[src/design/trfp_pkg.sv]
package trfp_pkg;

    typedef enum logic [2:0] {
        PH_IDLE  = 3'd0,
        PH_BEGIN = 3'd1,
        PH_NAME  = 3'd2,
        PH_VALUE = 3'd3,
        PH_CKSUM = 3'd4
    } t_phase;

    typedef enum logic [2:0] {
        TAG_IGNORED    = 3'd0,
        TAG_NAME_CHAR  = 3'd1,
        TAG_VALUE_CHAR = 3'd2,
        TAG_RECORD     = 3'd3,
        TAG_FRAME_GOOD = 3'd4,
        TAG_FRAME_BAD  = 3'd5
    } t_tag;

    localparam logic [7:0] BYTE_CR  = 8'h0D;
    localparam logic [7:0] BYTE_LF  = 8'h0A;
    localparam logic [7:0] BYTE_TAB = 8'h09;

    localparam logic [3:0] KEY_LEN = 4'd8;

    // characters of the record name "Checksum"
    function automatic logic [7:0] key_char(input logic [2:0] idx);
        logic [7:0] c;
        case (idx)
            3'd0: c = 8'h43;
            3'd1: c = 8'h68;
            3'd2: c = 8'h65;
            3'd3: c = 8'h63;
            3'd4: c = 8'h6B;
            3'd5: c = 8'h73;
            3'd6: c = 8'h75;
            3'd7: c = 8'h6D;
            default: c = 8'h00;
        endcase
        return c;
    endfunction

endpackage

[src/design/text_record_frame_parser.sv]
// Text record frame parser: takes one received byte per request from a stream of
// CR LF name TAB value records closed by a "Checksum" record, and returns one
// tagged result per byte (ignored, name char, value char, record done, frame good,
// frame bad). A byte is accepted every cycle while o_stall is low; its result is
// registered in the output register, or in the skid register if that one is stalled.
// The parse state updates at acceptance, and a two-entry output stage (output
// register plus skid register) lets a byte be taken while the previous result is
// still stalled, so o_stall only rises after two results are held.
module text_record_frame_parser (
    input  logic       i_clk,
    input  logic       i_rst_n,
    input  logic       i_valid,
    output logic       o_stall,
    input  logic [7:0] i_rx_byte,
    output logic       o_valid,
    input  logic       i_stall,
    output logic [2:0] o_tag,
    output logic [7:0] o_char_out
);

    trfp_pkg::t_phase r_phase, n_phase;
    logic [7:0]       r_sum, n_sum;
    logic [3:0]       r_match_cnt, n_match_cnt;
    logic             r_mismatch, n_mismatch;

    logic             r_out_valid, r_skid_valid;
    trfp_pkg::t_tag   r_out_tag, r_skid_tag;
    logic [7:0]       r_out_char, r_skid_char;

    trfp_pkg::t_tag   res_tag;
    logic [7:0]       res_char;
    logic [7:0]       sum_add;
    logic             accept, out_take, out_free;
    logic             trk_hit;

    assign accept   = i_valid && !r_skid_valid;
    assign out_take = r_out_valid && !i_stall;
    assign out_free = !r_out_valid || out_take;
    assign sum_add  = r_sum + i_rx_byte;

    always_comb begin
        logic [3:0] cnt;
        logic       mis;
        cnt = r_match_cnt;
        mis = r_mismatch;
        n_phase     = r_phase;
        n_sum       = r_sum;
        res_tag     = trfp_pkg::TAG_IGNORED;
        res_char    = 8'h00;
        trk_hit     = 1'b0;
        case (r_phase)
            trfp_pkg::PH_BEGIN: begin
                n_sum = sum_add;
                if (i_rx_byte != trfp_pkg::BYTE_LF) begin
                    cnt      = 4'd0;
                    mis      = 1'b0;
                    trk_hit  = 1'b1;
                    n_phase  = trfp_pkg::PH_NAME;
                    res_tag  = trfp_pkg::TAG_NAME_CHAR;
                    res_char = i_rx_byte;
                end
            end
            trfp_pkg::PH_NAME: begin
                n_sum = sum_add;
                if (i_rx_byte == trfp_pkg::BYTE_TAB) begin
                    if (!r_mismatch && r_match_cnt == trfp_pkg::KEY_LEN) begin
                        n_phase = trfp_pkg::PH_CKSUM;
                    end else begin
                        n_phase = trfp_pkg::PH_VALUE;
                    end
                end else begin
                    trk_hit  = 1'b1;
                    res_tag  = trfp_pkg::TAG_NAME_CHAR;
                    res_char = i_rx_byte;
                end
            end
            trfp_pkg::PH_VALUE: begin
                n_sum = sum_add;
                if (i_rx_byte == trfp_pkg::BYTE_CR) begin
                    res_tag = trfp_pkg::TAG_RECORD;
                    n_phase = trfp_pkg::PH_BEGIN;
                end else begin
                    res_tag  = trfp_pkg::TAG_VALUE_CHAR;
                    res_char = i_rx_byte;
                end
            end
            trfp_pkg::PH_CKSUM: begin
                res_tag = (sum_add == 8'h00) ? trfp_pkg::TAG_FRAME_GOOD
                                             : trfp_pkg::TAG_FRAME_BAD;
                n_sum   = 8'h00;
                n_phase = trfp_pkg::PH_IDLE;
            end
            default: begin
                if (i_rx_byte == trfp_pkg::BYTE_CR) begin
                    n_sum   = sum_add;
                    n_phase = trfp_pkg::PH_BEGIN;
                end else begin
                    n_phase = trfp_pkg::PH_IDLE;
                end
            end
        endcase
        // name match tracker
        if (trk_hit) begin
            if (!mis && cnt < trfp_pkg::KEY_LEN
                && trfp_pkg::key_char(cnt[2:0]) == i_rx_byte) begin
                cnt = cnt + 4'd1;
            end else begin
                mis = 1'b1;
            end
        end
        n_match_cnt = cnt;
        n_mismatch  = mis;
    end

    always_ff @(posedge i_clk) begin
        if (!i_rst_n) begin
            r_phase     <= trfp_pkg::PH_IDLE;
            r_sum       <= 8'h00;
            r_match_cnt <= 4'd0;
            r_mismatch  <= 1'b0;
        end else if (accept) begin
            r_phase     <= n_phase;
            r_sum       <= n_sum;
            r_match_cnt <= n_match_cnt;
            r_mismatch  <= n_mismatch;
        end
    end

    always_ff @(posedge i_clk) begin
        if (!i_rst_n) begin
            r_out_valid  <= 1'b0;
            r_skid_valid <= 1'b0;
        end else begin
            if (out_free) begin
                r_out_valid  <= r_skid_valid || accept;
                r_skid_valid <= 1'b0;
            end else if (accept) begin
                r_skid_valid <= 1'b1;
            end
        end
    end

    always_ff @(posedge i_clk) begin
        if (out_free) begin
            if (r_skid_valid) begin
                r_out_tag  <= r_skid_tag;
                r_out_char <= r_skid_char;
            end else if (accept) begin
                r_out_tag  <= res_tag;
                r_out_char <= res_char;
            end
        end else if (accept) begin
            r_skid_tag  <= res_tag;
            r_skid_char <= res_char;
        end
    end

    assign o_stall    = r_skid_valid;
    assign o_valid    = r_out_valid;
    assign o_tag      = r_out_tag;
    assign o_char_out = r_out_char;

endmodule
[config.mk]
export PLATFORM = sky130hd
export DESIGN_NAME = text_record_frame_parser
export DESIGN_NICKNAME = d
export VERILOG_FILES = /design/src/design/trfp_pkg.sv /design/src/design/text_record_frame_parser.sv
export SDC_FILE = /design/constraint.sdc
export NUM_CORES = 1
export LEC_CHECK = 0
export CORE_ASPECT_RATIO = 1.2
export CORE_UTILIZATION = 61
export CTS_CLUSTER_DIAMETER = 40
export CTS_CLUSTER_SIZE = 12
export DETAILED_ROUTE_END_ITERATION = 8
export DONT_BUFFER_PORTS = 1
export MAX_ROUTING_LAYER = met4
export PLACE_DENSITY = 0.77
export SLEW_MARGIN = 20
export SYNTH_ARGS = -nofsm -noshare
export SYNTH_HDL_FRONTEND = slang
export SYNTH_SLANG_ARGS = --single-unit
[constraint.sdc]
create_clock -name i_clk -period 2.8 [get_ports i_clk]
set_input_delay 0 -clock i_clk [delete_from_list [all_inputs] [get_ports i_clk]]
set_output_delay 0 -clock i_clk [all_outputs]
set_load 0.02 [all_outputs]
* Yosys cells after proc, flatten, opt, wreduce, memory -nomap -nowiden
Memories as Yosys holds them, arrays and structs flattened. Index checks and enable logic that the tools add are counted.
Storage, ports and cells: memory bits (read-only) 48, memories 1, flip-flop bits (word level) 40, word-level logic and storage cells 82, output and inout port bits 13
Memories:
- (no name shown) | words 8, bits a word 6, read ports 1, clocked after Yosys merged registers in 0, wr ports 0, RTL line trfp_pkg.sv:29 | case (idx)
Cells by class: $add $sub $neg 2, mux-type cells 33, bitwise gates (word level) 2, reduce and logical (&&, ||, !) cells 21, eq/ne operators 12, $lt $le $gt $ge 1
Operators with widths (number):
- two-way mux 8 bit | 7
- one-hot mux 3 bit (4 select lines) | 2
- one-hot mux 8 bit (3 select lines) | 1
- two-way mux 3 bit | 6
- equality test 8 x 4 -> 1 bit, second input constant | 2
- two-way mux 4 bit | 4
- one-hot mux 8 bit (2 select lines) | 1
- two-way mux 1 bit | 11
- adder 8 bit | 1
- equality test 8 bit | 1
- zero test 8 bit | 1
- != test 8 x 4 -> 1 bit, second input constant | 1
- equality test 3 x 2 -> 1 bit, second input constant | 2
- != test 2 bit, second input constant | 3
- AND reduction 2 bit | 3
- logical AND 1 bit | 5
- zero test 1 bit | 5
- adder 4 x 1 -> 4 bit, second input constant | 1
- equality test 4 bit, second input constant | 1
- < comparator 4 bit, second input constant | 1
- AND reduction 4 bit | 1
- equality test 3 x 1 -> 1 bit, second input constant | 1
- equality test 3 bit, second input constant | 1
- nonzero test 3 bit | 1
- 6 further kinds | 8

* Longest topological paths before layout
An unclocked memory read counts as a cell.
depth after elaboration 9, mapped depth 8, depth with buffers taken out 8

* Least setup slack after synthesis
OpenSTA, ideal clock, no wires.
path kind reg2reg, start point register r_sum[0], end point register r_skid_tag[0], data pin, arrival time 2051 ps, required time 2535 ps, setup time 265 ps, clock period less this slack 2317 ps, slack 483 ps, cell stages (with the launch flop) 8, path through dfxtp_1 ha_1 fa_1 xor2_1 or3_1 or3_1 nor4_1 a21oi_1
On the way: cells in the longest elaborated chain, start to end 4
RTL lines:
- from (decl) | RTL line text_record_frame_parser.sv:22 | logic [7:0] r_sum, n_sum;
- from (signal assigned) | RTL line text_record_frame_parser.sv:123 | r_sum <= n_sum;
- adder 8 bit | RTL line text_record_frame_parser.sv:39 | assign sum_add = r_sum + i_rx_byte;
- zero test 8 bit | RTL line text_record_frame_parser.sv:88 | res_tag = (sum_add == 8'h00) ? trfp_pkg::TAG_FRAME_GOOD
- two-way mux 1 bit | RTL line text_record_frame_parser.sv:88
- one-hot mux 3 bit (4 select lines) | RTL line text_record_frame_parser.sv:51 | case (r_phase)
- net res_tag[0] | RTL line text_record_frame_parser.sv:30 | trfp_pkg::t_tag res_tag;
- to (signal assigned) | RTL line text_record_frame_parser.sv:153 | r_skid_tag <= res_tag;
- to (decl) | RTL line text_record_frame_parser.sv:27 | trfp_pkg::t_tag r_out_tag, r_skid_tag;
The timed path passes the listed nets, and every way through them passes these cells. A chain may end at the register's enable or synchronous reset.

* Final worst setup path
Ends and elaborated chain as after synthesis.

==> impl_results.md <==
* Clock-pin slew on the worst setup and hold paths at 0.08 ns
* VDD IR-drop max at 0.2632 mV
* CP cell instances: ha_1 -> fa_1 -> a21o_1 -> a21oi_1 -> xnor2_1 -> or3_1 -> nor4_1 -> a21oi_1
* EDFF count, synth at 22
* Share of cells above drive strength 1 at 0.08966
* Clk root buf: clkbuf_8
* Fmax at 400.8 MHz
* Cell row count at 25
* Crit path required time at 2.85 ns
* Worst EP arrival at 2.54 ns
* Relative slew slack at 0.6601
* Tightest Pin Transition at 0.5083 ns
* CP endpoint kind: flop
* Post-CTS Setup Inserts at 0
* Placeable Area at 3973 um^2
* Vias in the first global route at 2075
* Final Slew Violations at 0
* Post-synthesis register bit count at 40
* Top-area cell type share of the netlist area at 0.2587
* Detailed Route WL at 5688 um
* TritonCTS sink count at 40
* Status: finished clean
* GRT Overall Usage at 0.2997
* Hold Path Class: in2reg
* Ys async rst share at 0
* Crit-path max cell delay at 0.41 ns
* Primary FF master, synth: edfxtp_1
* Largest net degree at the start of global routing at 20
* CTS tree: yes
* Post_cts resized at 0
* DRT antenna net count at 0
* CP delay by family, top: adder cells
* Fin crit share at 0.8910
* Synth-to-layout area growth at 10.58%
* Hold Slack at 0.007181 ns
* First-pass GRT wire length at 9770 um
* Yosys cell types at 59
* Skew-Pair Late Insertion Delay at 0.30 ns
* Post-synthesis sequential area ratio at 0.3998
* Cell Pwr Density at 459.0 nW/um^2
* Top post-synthesis cells by area: edfxtp_1 26%, dfxtp_1 14%, nand2_1 4.4%, a21oi_1 3.7%, nor2_1 3.7%
* Maximum capacitance violations at 0
* Drt pass-1 iters at 4
* ANT cells at 0
* Final Critical Period at 2.495 ns
* GRT overflow at 0
* TritonCTS Buffers at 5
* Most frequent cell after synthesis: nand2_1
* IO Pins at 25
* Avg Cell Area, Syn at 9.056 um^2
* DRC at 0
* Die Width at 61.07 um
* H-tree depth at 2
* Die area at 4450 um^2
* Initial antenna violation count at 0
* Crit path kind: reg2reg
* Vias per cell at 6.151
* WL/cell at 16.53 um
* Yosys Warn Count at 0
* Hold-fix buffer count after cts at 10
* Endpoints failing hold at 0
* Static Leak at 0.001034 uW
* Final nets at 309
* Clock Tree Buf Depth at 2
* Hpwl dp at 4013 um
* Vias at 2116
* Netlist Area Pre-Place at 2554 um^2
* GP Congestion at 0.9140
* Die height at 72.88 um
* CP max FO at 3
* WP buf/inv at 0
* Synthesized net count at 302
* RSZ-0062 raised after global routing: no
* Post-synth top area cell: edfxtp_1
* Initial core utilization at 0.6428
* Initial DRC Count at 119
* Crit-path slowest cell: fa_1
* Crit path top cell by count: a21oi_1
* Post-Synthesis Cells at 282
* Clock Skews at 0.006451 ns
* Fin Setup TNS at 0 ns
* PortBufs at 0
* Final setup fails at 0
* CP startpoint kind: flop
* Post-synth top cells: 30 x nand2_1, 25 x nor2_1, 22 x edfxtp_1
[cells in the final DEF, fill, tap and decap left out, types with 2 or more instances in the layout]
cell type / instances
mux2_2: 7
o211ai_1: 2
inv_1: 13
bufinv_16: 2
xnor2_1: 4
a22oi_1: 2
or3_1: 5
or4b_1: 2
a221oi_1: 2
a31oi_1: 6
a211oi_1: 3
o21a_1: 2
nor4_1: 2
edfxtp_1: 22
ha_1: 7
nor2_1: 25
and2_1: 3
o31ai_1: 3
a21oi_1: 19
o21ai_0: 10
dlygate4sd3_1: 10
a211o_1: 3
xor2_1: 3
nor3b_1: 3
nand4_1: 6
o2111ai_1: 4
nor3_1: 7
nand2_1: 30
nand3_1: 12
dfxtp_1: 18
nor2b_1: 7
a21o_1: 3
buf_4: 5
clkbuf_8: 5
or4_1: 2
nand2b_1: 7
[state kept, by name, summed over array words and instances (netlist names), 3 cells and up]
signal       cells
o_char_out       8
r_skid_tag       3
r_match_cnt      4
r_phase          3
o_tag            3
r_skid_char      8
r_sum            8
[worst paths after layout]
path	start	endpoint	slack, ns	cells past startpoint
setup / recovery	r_sum[0]	r_skid_tag[0]	0.31	8
setup reg to reg	r_sum[0]	r_skid_tag[0]	0.31	8
hold reg to reg	r_sum[3]	r_sum[3]	0.46	2
hold / removal	i_rx_byte[4]	r_skid_char[4]	0.007	2
[stage by stage]
stage	util	cells	setup slack [ns]	cell area, um^2	power, uW
after detailed placement	0.6523	326	0.3363	2591	736.0
final	0.7109	344	0.3052	2824	1296
after floorplan	-	282	0.4835	2554	726.5
after CTS	0.7109	344	0.3216	2824	1299
after global routing	0.7109	344	0.03190	2824	1338
after global placement	0.6523	326	0.3858	2591	734.4
[power breakdown]
group | total (uW) | internal, uW | switching (uW) | leakage [uW]
Sequential | 650 | 632 | 18.0 | 0.000359
Combinational | 86.5 | 36.2 | 50.2 | 0.000609
Clock | 560 | 356 | 204 | 0.0000654
[per-layer routing]
metal | part of all wire | global-route usage | vias to the layer above
met3 | 0.044 | 0.05319 | 8
li1 | - | - | 1068
met5 | 0 | - | -
met2 | 0.49 | 0.4771 | 48
met4 | 0.014 | 0.08838 | 0
met1 | 0.45 | 0.3842 | 992
[cell families after synthesis]
logic type,count (synthesis),share of synthesized area
flops,40,0.3998
mux,7,0.03087
xor+xnor,8,0.03283
fa+ha+maj,8,0.04213
compound gates,75,0.2117
simple gates,116,0.2371
buf+inv,28,0.04557
[final cells by class]
type                    count  area (um^2)
fillers                   324         1149
multi-input cells         214         1416
clock buffers               6        72.57
inverters                  13        48.80
flip-flops and latches     40         1021
repair buffers             15        137.6
clock inverters             2        60.06
well taps                  54        67.56
No activity file was read; power rests on OpenSTA's default activity.
